<file path="src/rtl/core/pbm_pkg.sv">
// ---------------------------------------------------------------------------
// pbm_pkg
// shared types, codes and constants of the pixel blend block
// ---------------------------------------------------------------------------
package pbm_pkg;

  localparam int unsigned NUM_LANES = 3;
  localparam int unsigned CH_W      = 8;
  localparam int unsigned OP_W      = 9;
  localparam int unsigned MODE_W    = 3;
  localparam int unsigned ADDR_W    = 3;
  localparam int unsigned DATA_W    = 32;

  localparam logic [OP_W-1:0]   OP_FULL       = 9'd256;
  localparam logic [OP_W-1:0]   OP_RESET      = 9'd256;
  localparam logic [CH_W-1:0]   CH_MAX        = 8'd255;
  localparam logic [CH_W-1:0]   CH_HALF       = 8'd127;

  // register index, taken from paddr[2]
  localparam logic REG_BLEND_MODE = 1'b0;
  localparam logic REG_OPACITY    = 1'b1;

  typedef enum logic [MODE_W-1:0] {
    MODE_NORMAL     = 3'd0,
    MODE_MULTIPLY   = 3'd1,
    MODE_SCREEN     = 3'd2,
    MODE_OVERLAY    = 3'd3,
    MODE_DIFFERENCE = 3'd4
  } blend_mode_t;

  typedef struct packed {
    logic [CH_W-1:0] base_red;
    logic [CH_W-1:0] base_green;
    logic [CH_W-1:0] base_blue;
    logic [CH_W-1:0] layer_red;
    logic [CH_W-1:0] layer_green;
    logic [CH_W-1:0] layer_blue;
  } pixel_in_t;

  typedef struct packed {
    logic [CH_W-1:0] out_red;
    logic [CH_W-1:0] out_green;
    logic [CH_W-1:0] out_blue;
  } pixel_out_t;

  // settings shared by all lanes
  typedef struct packed {
    logic [MODE_W-1:0] mode;
    logic [OP_W-1:0]   op;
  } pbm_ctrl_t;

endpackage

</file>
<file path="src/rtl/core/pbm_lane.sv">
// ---------------------------------------------------------------------------
// pbm_lane
// one color channel: blend value by mode, round divide by 255, opacity mix
// ---------------------------------------------------------------------------
module pbm_lane (
  input  logic                         clk,
  input  pbm_pkg::pbm_ctrl_t           ctrl,
  input  logic [pbm_pkg::CH_W-1:0]     base_ch,
  input  logic [pbm_pkg::CH_W-1:0]     layer_ch,
  output logic [pbm_pkg::CH_W-1:0]     mix_ch
);

  // stage 1: operand select and product
  logic [7:0]  inv_a, inv_b;
  logic [7:0]  mul_a, mul_b;
  logic        dbl, inv, use_div;
  logic [7:0]  direct;
  logic [15:0] prod;
  logic [16:0] prod_x;

  logic [16:0] x_r;
  logic        inv_r, use_div_r;
  logic [7:0]  direct_r, a1_r;

  always_comb begin
    inv_a   = pbm_pkg::CH_MAX - base_ch;
    inv_b   = pbm_pkg::CH_MAX - layer_ch;
    mul_a   = base_ch;
    mul_b   = layer_ch;
    dbl     = 1'b0;
    inv     = 1'b0;
    use_div = 1'b0;
    direct  = base_ch;
    case (pbm_pkg::blend_mode_t'(ctrl.mode))
      pbm_pkg::MODE_NORMAL: begin
        direct = layer_ch;
      end
      pbm_pkg::MODE_MULTIPLY: begin
        use_div = 1'b1;
      end
      pbm_pkg::MODE_SCREEN: begin
        mul_a   = inv_a;
        mul_b   = inv_b;
        inv     = 1'b1;
        use_div = 1'b1;
      end
      pbm_pkg::MODE_OVERLAY: begin
        dbl     = 1'b1;
        use_div = 1'b1;
        if (base_ch > pbm_pkg::CH_HALF) begin
          mul_a = inv_a;
          mul_b = inv_b;
          inv   = 1'b1;
        end
      end
      pbm_pkg::MODE_DIFFERENCE: begin
        direct = (base_ch >= layer_ch) ? (base_ch - layer_ch) : (layer_ch - base_ch);
      end
      default: begin
        direct = base_ch;
      end
    endcase
    prod   = 16'(mul_a) * 16'(mul_b);
    prod_x = dbl ? {prod, 1'b0} : {1'b0, prod};
  end

  always_ff @(posedge clk) begin
    x_r       <= prod_x;
    inv_r     <= inv;
    use_div_r <= use_div;
    direct_r  <= direct;
    a1_r      <= base_ch;
  end

  // stage 2: round(x/255) as y>>8 plus up to two corrections
  logic [17:0] y;
  logic [9:0]  q0;
  logic [10:0] rem;
  logic [9:0]  q;
  logic [7:0]  q8, bl;
  logic [7:0]  bl_r, a2_r;

  always_comb begin
    y   = {1'b0, x_r} + 18'd127;
    q0  = y[17:8];
    rem = {3'b000, y[7:0]} + {1'b0, q0};
    q   = q0 + {9'd0, (rem >= 11'd255)} + {9'd0, (rem >= 11'd510)};
    q8  = q[7:0];
    if (!use_div_r) begin
      bl = direct_r;
    end else if (inv_r) begin
      bl = pbm_pkg::CH_MAX - q8;
    end else begin
      bl = q8;
    end
  end

  always_ff @(posedge clk) begin
    bl_r <= bl;
    a2_r <= a1_r;
  end

  // stage 3: a + op*(bl-a)/256, rounded
  logic signed [9:0]  diff;
  logic signed [9:0]  op_s;
  logic signed [19:0] wprod;
  logic signed [19:0] acc;
  logic [7:0]         mix;
  logic [7:0]         mix_r;

  always_comb begin
    diff  = $signed({2'b00, bl_r}) - $signed({2'b00, a2_r});
    op_s  = $signed({1'b0, ctrl.op});
    wprod = 20'(diff * op_s);
    acc   = $signed({4'b0000, a2_r, 8'd0}) + wprod + 20'sd128;
    if (acc[19]) begin
      mix = 8'd0;
    end else if (acc[18:16] != 3'b000) begin
      mix = pbm_pkg::CH_MAX;
    end else begin
      mix = acc[15:8];
    end
  end

  always_ff @(posedge clk) begin
    mix_r <= mix;
  end

  assign mix_ch = mix_r;

endmodule

</file>
<file path="src/rtl/core/pbm_merge.sv">
// ---------------------------------------------------------------------------
// pbm_merge
// gathers the lane results into one pixel and drives the result strobe
// ---------------------------------------------------------------------------
module pbm_merge (
  input  logic                                       clk,
  input  logic                                       rst_n,
  input  logic                                       lane_valid,
  input  logic [pbm_pkg::NUM_LANES-1:0][pbm_pkg::CH_W-1:0] lane_ch,
  output logic                                       out_valid,
  output pbm_pkg::pixel_out_t                        out_pixel
);

  logic                out_valid_r;
  pbm_pkg::pixel_out_t out_pixel_r, out_pixel_nxt;

  always_comb begin
    out_pixel_nxt.out_red   = lane_ch[0];
    out_pixel_nxt.out_green = lane_ch[1];
    out_pixel_nxt.out_blue  = lane_ch[2];
  end

  always_ff @(posedge clk) begin
    if (!rst_n) begin
      out_valid_r <= 1'b0;
    end else begin
      out_valid_r <= lane_valid;
    end
  end

  always_ff @(posedge clk) begin
    out_pixel_r <= out_pixel_nxt;
  end

  assign out_valid = out_valid_r;
  assign out_pixel = out_pixel_r;

endmodule

</file>
<file path="src/rtl/core/pixel_blend_modes.sv">
// ---------------------------------------------------------------------------
// pixel_blend_modes
// per-channel layer blending (normal, multiply, screen, overlay, difference)
// with opacity mix, three channel lanes in parallel
// ---------------------------------------------------------------------------
// accepted requests pass the lane stages and the merge register to out_valid
// throughput: one pixel per cycle, set by the three-stage lane pipeline
// busy is high in reset and the cycle after; low from then on
// results are strobed for one cycle; the receiver cannot stall
// synchronous active-low reset clears the valid pipeline and the registers
// (blend_mode 0, opacity_level 256)
module pixel_blend_modes (
  input  logic                          clk,
  input  logic                          rst_n,
  input  logic                          start,
  output logic                          busy,
  input  pbm_pkg::pixel_in_t            in_pixel,
  output logic                          out_valid,
  output pbm_pkg::pixel_out_t           out_pixel,
  input  logic                          psel,
  input  logic                          penable,
  input  logic                          pwrite,
  input  logic [pbm_pkg::ADDR_W-1:0]    paddr,
  input  logic [pbm_pkg::DATA_W-1:0]    pwdata,
  output logic [pbm_pkg::DATA_W-1:0]    prdata,
  output logic                          pready
);

  logic [pbm_pkg::MODE_W-1:0] cfg_mode_r;
  logic [pbm_pkg::OP_W-1:0]   cfg_opacity_r;
  logic                       cfg_wr;
  logic                       busy_r;
  logic                       accept;
  logic [2:0]                 vld_r;
  pbm_pkg::pbm_ctrl_t         ctrl;

  assign pready = 1'b1;
  assign cfg_wr = psel && penable && pwrite && pready;

  always_ff @(posedge clk) begin
    if (!rst_n) begin
      cfg_mode_r    <= pbm_pkg::MODE_NORMAL;
      cfg_opacity_r <= pbm_pkg::OP_RESET;
    end else if (cfg_wr) begin
      unique case (paddr[2])
        pbm_pkg::REG_BLEND_MODE: cfg_mode_r    <= pwdata[pbm_pkg::MODE_W-1:0];
        pbm_pkg::REG_OPACITY:    cfg_opacity_r <= pwdata[pbm_pkg::OP_W-1:0];
        default: ;
      endcase
    end
  end

  always_comb begin
    unique case (paddr[2])
      pbm_pkg::REG_BLEND_MODE: prdata = {29'd0, cfg_mode_r};
      pbm_pkg::REG_OPACITY:    prdata = {23'd0, cfg_opacity_r};
      default:                 prdata = '0;
    endcase
  end

  // opacity above full saturates to full
  always_comb begin
    ctrl.mode = cfg_mode_r;
    ctrl.op   = (cfg_opacity_r > pbm_pkg::OP_FULL) ? pbm_pkg::OP_FULL : cfg_opacity_r;
  end

  always_ff @(posedge clk) begin
    if (!rst_n) begin
      busy_r <= 1'b1;
      vld_r  <= '0;
    end else begin
      busy_r <= 1'b0;
      vld_r  <= {vld_r[1:0], accept};
    end
  end

  assign busy   = busy_r;
  assign accept = start && !busy_r;

  logic [pbm_pkg::NUM_LANES-1:0][pbm_pkg::CH_W-1:0] base_ch, layer_ch, lane_ch;

  always_comb begin
    base_ch[0]  = in_pixel.base_red;
    base_ch[1]  = in_pixel.base_green;
    base_ch[2]  = in_pixel.base_blue;
    layer_ch[0] = in_pixel.layer_red;
    layer_ch[1] = in_pixel.layer_green;
    layer_ch[2] = in_pixel.layer_blue;
  end

  for (genvar g = 0; g < pbm_pkg::NUM_LANES; g++) begin : g_lane
    pbm_lane u_lane (
      .clk      (clk),
      .ctrl     (ctrl),
      .base_ch  (base_ch[g]),
      .layer_ch (layer_ch[g]),
      .mix_ch   (lane_ch[g])
    );
  end

  pbm_merge u_merge (
    .clk        (clk),
    .rst_n      (rst_n),
    .lane_valid (vld_r[2]),
    .lane_ch    (lane_ch),
    .out_valid  (out_valid),
    .out_pixel  (out_pixel)
  );

endmodule

</file>
<file path="config.mk">
export PLATFORM = sky130hd
export DESIGN_NAME = pixel_blend_modes
export DESIGN_NICKNAME = d
export VERILOG_FILES = /design/src/rtl/core/pbm_pkg.sv /design/src/rtl/core/pbm_lane.sv /design/src/rtl/core/pbm_merge.sv /design/src/rtl/core/pixel_blend_modes.sv
export SDC_FILE = /design/constraint.sdc
export NUM_CORES = 1
export LEC_CHECK = 0
export ABC_CLOCK_PERIOD_IN_PS = 8150
export BUFFER_PORTS_ARGS = -buffer_cell sky130_fd_sc_hd__buf_2
export CORE_MARGIN = 3
export CORE_UTILIZATION = 54
export CTS_BUF_LIST = sky130_fd_sc_hd__clkbuf_2 sky130_fd_sc_hd__clkbuf_4 sky130_fd_sc_hd__clkbuf_8
export DETAILED_ROUTE_END_ITERATION = 16
export PLACE_DENSITY = 0.74
export SYNTH_ARGS = -nofsm -noshare
export SYNTH_HDL_FRONTEND = slang
export SYNTH_SLANG_ARGS = --single-unit
</file>
<file path="constraint.sdc">
create_clock -name clk -period 8.15 [get_ports clk]
set_input_delay 0.4075 -clock clk [delete_from_list [all_inputs] [get_ports clk]]
set_output_delay 0.4075 -clock clk [all_outputs]
set_load 0.005 [all_outputs]
</file>
==> flow_summary.ini, run 1 <==
[synth]
ys_types = 83
syn_area_mm2 = 0.0280
ys_ff_latch = 216
yosys.area.top_type = fa_1
synth_xor_area_share_pct = 6.88
yosys.area_share.simple_pct = 16.7
synth-seq-area-share_pct = 15.4
synth_compound_area_share_pct = 13.7
syn_inst = 3417
yosysMostFrequentCell = inv_1
synth.avg_cell_area_um2 = 8.20
ys_top_cells_by_count = inv_1, ha_1, nor2_1
synth_top_family_by_area = adder cells
async_reset_ff_share_pct = 0
yosys.area_share.adder_pct = 36.6
synth_top_cell_area_share_pct = 19.5
synth_top_flop_cell = dfxtp_1
yosys_warnings = 0
yosys-top-cells-area = fa_1, ha_1, dfxtp_1
synth_edf_count = 0
synth_mux_area_share_pct = 2.28

[pwr]
power_leakage_nw = 15.3
peakVddDrop_mv = 0.276
powerDensity_mw_per_mm2 = 341
power_mw = 10.4

[run]
drv.max_cap_violation_count = 0

[sta]
tns_ns = 0
setup_viol = 0
layout_setup_ws_ns = 0.348
max_freq_ghz = 0.128
min_period_over_period_pct = 95.7
finalHoldViolations = 0
whs_ns = 0.0671
fin_crit_ns = 7.80
worstMarginPinSlew_ns = 0.978
drv_slew = 0
relSlewSlack_pct = 34.5
fin_worst_skew_ns = 0.0201

[setup_path]
ff2ff_setup_slack_ns = 0.35
regToRegStartpoint = g_lane[2].u_lane.a2_r[1]
cp.arrival_ns = 8.26
crit_path_frequent_cell = fa_1
r2r_end = g_lane[2].u_lane.mix_ch[4]
slowest_delay_ns = 0.55
required_ns = 8.61
endpoint_kind = register
start_kind = register
reg2reg_depth = 35
setup.worst_path.class = register to register
critPathSlowestCell = fa_1
crit_fanout = 8
cp-startpoint = g_lane[2].u_lane.a2_r[1]

[route]
vias = 23100
viasPerCell = 5.46
drt-wirelength-per-cell_um = 15.8
drtAntennaViolNets = 0
drcViolationCount = 0
routed_wl_mm = 66.9
drt_iter0_markers = 1421
dr.pass1.iters = 6

[placed_design]
hpwl_mm = 53.4
io_buffers = 98
pre_cts_ws_ns = -0.124
gp_congestion = 0.919
placed_area_mm2 = 0.0294

[clocking]
cts_buffers = 39
htree_levels = 2
clock_latency_ns = 0.58
clkTransAtPathRegs_ns = 0.06
numClockSinks = 216
cts_buffer_depth = 3
cts_tree = built
clock-root-buffer = clkbuf_8

[cells_and_area]
finalNetCount = 4275
drive_gt1_share_pct = 9.48
syn_to_final_growth_pct = 9.04
fill_cells = 4564
final_design_area_no_fill_mm2 = 0.0306
diodes = 0

[floorplan]
core_mm2 = 0.0507
fp.dieH_um = 234
die-area_mm2 = 0.0547
ioPinCount = 148
start_util_pct = 55.3
rows = 82
die_x_um = 234

[global_routing]
grt-ovfl-total = 0
antenna_found_initial = 0
grt_first_pass_wirelength_mm = 111
grt_pass1_vias = 22800
grt.total_usage_pct = 24.9
grt_max_degree = 49

[min_path]
min_to = g_lane[0].u_lane.a1_r[7]
hp-start = in_pixel[47]
min_path_type = input port to register
whs_path_depth = 1

[run_status]
outcome = completed
critical path: cells and delay by family (launching register included):
| family | cells | cell delay [ns] |
|---|---|---|
| AO/OA/AOI/OAI | 11 | 1.93 |
| XOR/XNOR | 2 | 0.30 |
| adder cells (fa/ha/maj) | 8 | 3.45 |
| buffers and inverters | 4 | 0.21 |
| flip-flops | 1 | 0.32 |
| multiplexers | 1 | 0.32 |
| AND/OR/NAND/NOR | 9 | 1.13 |
cell families (layout without fill, tap and decap cells):
| logic type | Yosys count | count (layout) |
|---|---|---|
| AO/OA/AOI/OAI | 638 | 638 |
| AND/OR/NAND/NOR | 1030 | 1030 |
| other | 2 | 24 |
| flip-flops | 216 | 216 |
| buffers and inverters | 594 | 710 |
| multiplexers | 61 | 61 |
| XOR/XNOR | 220 | 220 |
| adder cells (fa/ha/maj) | 656 | 656 |
per-stage QoR:
| stage | utilization (%) | cells |
|---|---|---|
| after floorplan | - | 3439 |
| after global placement | 57.9 | 4149 |
| after detailed placement | 57.9 | 4149 |
| after CTS | 59.7 | 4217 |
| after global routing | 60.3 | 4227 |
| final | 60.3 | 4227 |
power breakdown:
part	switching [mW]	internal, mW	total (mW)
logic	4.21	3.53	7.75
registers	0.160	1.37	1.53
clock network	0.454	0.698	1.15
total	4.83	5.60	10.4
registers in the layout, indices dropped and copies added, names as in the netlist:
| signal | count |
|---|---|
| busy | 1 |
| cfg_mode_r | 3 |
| cfg_opacity_r | 9 |
| g_lane.u_lane.a1_r | 24 |
| g_lane.u_lane.a2_r | 24 |
| g_lane.u_lane.bl_r | 24 |
| g_lane.u_lane.direct_r | 24 |
| g_lane.u_lane.inv_r | 3 |
| g_lane.u_lane.mix_ch | 24 |
| g_lane.u_lane.use_div_r | 1 |
| g_lane.u_lane.x_r | 51 |
| u_merge.out_pixel | 24 |
| u_merge.out_valid | 1 |
| vld_r | 3 |
placed cells by master, fill, tap and decap left out, types with 6 or more instances in the layout:
cell / instances
inv_1: 468
ha_1: 380
nor2_1: 366
nand2_1: 311
fa_1: 273
a21oi_1: 230
dfxtp_1: 213
o21ai_0: 176
xnor2_1: 154
buf_2: 98
buf_4: 74
nor3_1: 73
xor2_1: 64
nand2b_1: 60
a21o_1: 54
nand3_1: 47
clkbuf_8: 45
mux2i_1: 38
nor2b_1: 37
o21a_1: 30
and2_1: 25
conb_1: 24
mux2_2: 22
and3_1: 19
a31oi_1: 18
o211ai_1: 15
nand4_1: 14
or2_2: 13
o21bai_1: 12
o21ai_1: 10
or3_1: 9
nor3b_1: 9
clkbuf_4: 8
o21ai_2: 7
nor4_1: 6
clkinv_2: 6
metal layers:
layer	GRT usage (%)	vias to the layer above	share of wire, %
met5	0	-	0
met4	9.37	0	3.6
met3	3.90	143	6.7
met2	41.5	675	46
met1	32.8	10900	43
li1	-	11400	-
what timing repair did:
item	4_1_cts	5_1_grt
buffers inserted	2	10
hold buffers	0	0
resized for setup	8	47
endpoints found under the setup margin	22	24
pin swaps	3	29
area by class of cell:
type | count | area [µm²] | share of cell area [%]
multi-input cells | 2629 | 21700 | 70.9
flip-flops and latches | 216 | 4330 | 14.2
inverters | 470 | 1760 | 5.77
repair buffers | 174 | 1070 | 3.50
well taps | 672 | 841 | 2.75
clock buffers | 53 | 679 | 2.22
clock inverters | 13 | 195 | 0.639
how the worst max path moves through the flow:
stage                                      end  slack [ns]  cells after the start
floorplan           g_lane[1].u_lane.mix_ch[7]        0.27                     35
global placement    g_lane[0].u_lane.mix_ch[0]        0.06                     35
detailed placement  g_lane[1].u_lane.mix_ch[2]       -0.12                     35
CTS                 g_lane[0].u_lane.mix_ch[0]        0.03                     36
global route        g_lane[0].u_lane.mix_ch[0]       -0.05                     38
finish              g_lane[2].u_lane.mix_ch[4]        0.35                     35
Note: power is estimated with default switching activity, not from simulation.
==> inputs of run 2 (changes only) <==
--- a/config.mk
+++ b/config.mk
@@ -7,7 +7,8 @@
 export LEC_CHECK = 0
 export ABC_CLOCK_PERIOD_IN_PS = 8150
 export BUFFER_PORTS_ARGS = -buffer_cell sky130_fd_sc_hd__buf_2
-export CORE_MARGIN = 3
+export CAP_MARGIN = 20
+export CORE_ASPECT_RATIO = 1.75
 export CORE_UTILIZATION = 54
 export CTS_BUF_LIST = sky130_fd_sc_hd__clkbuf_2 sky130_fd_sc_hd__clkbuf_4 sky130_fd_sc_hd__clkbuf_8
 export DETAILED_ROUTE_END_ITERATION = 16
==> run 2 against run 1 <==
Critical path depth is the same. Critical endpoint is now g_lane[1].u_lane.mix_ch[4]. Cell area barely moved. Global-route usage increased by 2.0 points. Register-to-register slack about the same. Highest routed layer is now met5.
==> flow_summary.ini, run 2 (synthesized netlist as in run 1, its figures left out) <==
[cells_and_area]
syn_to_final_growth_pct = 9.06
largest_reg_flops = 51
post-route-util_pct = 59.5
layout_common_cells = inv_1, ha_1, nor2_1, nand2_1, fa_1
finalNonFillerCells = 4242
final_design_area_no_fill_mm2 = 0.0306
finalNetCount = 4288
largest_register = g_lane.u_lane.x_r
drive_gt1_share_pct = 9.67
layout_commonest_cell = inv_1

[floorplan]
core_mm2 = 0.0513
ioPinCount = 148
rows = 110
die-area_mm2 = 0.0528
fp.dieH_um = 303
die_x_um = 174
start_util_pct = 54.6

[route]
drtAntennaViolNets = 0
routed_wl_mm = 71.1
vias = 23700
wl_met3_mm = 3.10
dr.max_layer_used = met5
wl_met1_mm = 24.9
met2_length_mm = 38.4
drcViolationCount = 0
viasPerCell = 5.58
dr.pass1.iters = 5
drt_iter0_markers = 1157
drt-wirelength-per-cell_um = 16.8

[min_path]
hp-start = rst_n
min_path_type = input port to register
min_to = cfg_opacity_r[8]
whs_path_depth = 2

[global_routing]
grt_first_pass_wirelength_mm = 114
grt.total_usage_pct = 26.9
grt-ovfl-total = 0
grt_max_degree = 49
grt_pass1_vias = 23800
antenna_found_initial = 5

[pwr]
pwr-share-seq_pct = 14.8
pwr-share-comb_pct = 76.2
p_int_mw = 5.42
power_mw = 10.3
power.switching_mw = 4.88
powerDensity_mw_per_mm2 = 337
p_sw_share_pct = 47.4
clkPwrFrac_pct = 9.0
peakVddDrop_mv = 0.209
power_leakage_nw = 15.3

[clocking]
clkTransAtPathRegs_ns = 0.09
htree_levels = 1
clock_latency_ns = 0.63
clock-root-buffer = clkbuf_8
numClockSinks = 216
cts_buffers = 31
cts_tree = built
cts_buffer_depth = 3

[sta]
finalHoldViolations = 0
whs_ns = 0.0502
setup_viol = 0
fin_crit_ns = 7.81
worstMarginPinSlew_ns = 0.943
fin_worst_skew_ns = 0.0303
tns_ns = 0
max_freq_ghz = 0.128
min_period_over_period_pct = 95.8
drv_slew = 0
layout_setup_ws_ns = 0.342
relSlewSlack_pct = 36.9

[run]
drv.max_cap_violation_count = 0

[setup_path]
ff2ff_setup_slack_ns = 0.34
reg2reg_depth = 35
regToRegStartpoint = g_lane[1].u_lane.a2_r[1]
path_buf_inv = 6
setup.worst_path.class = register to register
cp.arrival_ns = 8.31
required_ns = 8.65
slowest_delay_ns = 0.54
critical_path.top_delay_family = adder cells
start_kind = register
crit_fanout = 8
endpoint_kind = register
r2r_end = g_lane[1].u_lane.mix_ch[4]
crit_path_frequent_cell = fa_1
critPathSlowestCell = fa_1

[placed_design]
hpwl_mm = 58.9
io_buffers = 98
placed_area_mm2 = 0.0295
gp_congestion = 0.931
dpl.cell_count = 4161
pre_cts_ws_ns = -0.114

[run_status]
outcome = completed
run 2: worst max-delay path by stage:
stage | start | end | cells after the start
after floorplan | g_lane[1].u_lane.a2_r[2] | g_lane[1].u_lane.mix_ch[7] | 35
after global placement | g_lane[1].u_lane.a2_r[1] | g_lane[1].u_lane.mix_ch[0] | 35
after detailed placement | g_lane[0].u_lane.a2_r[1] | g_lane[0].u_lane.mix_ch[3] | 35
after CTS | g_lane[1].u_lane.a2_r[1] | g_lane[1].u_lane.mix_ch[4] | 35
after global routing | g_lane[1].u_lane.a2_r[1] | g_lane[1].u_lane.mix_ch[4] | 36
final | g_lane[1].u_lane.a2_r[1] | g_lane[1].u_lane.mix_ch[4] | 35
run 2: routing by layer:
layer	global-route usage [%]	vias to the layer above
met3	2.57	254
li1	-	11400
met5	0	-
met4	17.1	2
met1	26.5	11300
met2	53.2	701
run 2: timing repair:
item	in CTS	in global routing
pin swaps	2	35
endpoints found under the hold margin	8	0
hold buffers	8	0
buffers inserted	2	10
gates cloned	0	0
resized for setup	5	54
endpoints found under the setup margin	16	24
run 2: cell type report:
type	instances	area, µm²
fill	4582	20800
tap	672	841
multi-input combinational	2629	21700
antenna	4	10.0
timing repair buffer	195	1250
clock inverter	14	130
sequential	216	4330
clock buffer	42	547
inverter	470	1770
run 2: power by group through the flow:
stage / logic (mW) / clock network (mW) / registers [mW]
floorplan: 5.82 / 0 / 1.50
global placement: 7.36 / 0 / 1.54
detailed placement: 7.49 / 0 / 1.55
CTS: 7.61 / 0.957 / 1.52
global route: 8.81 / 0.998 / 1.55
finish: 7.84 / 0.930 / 1.52
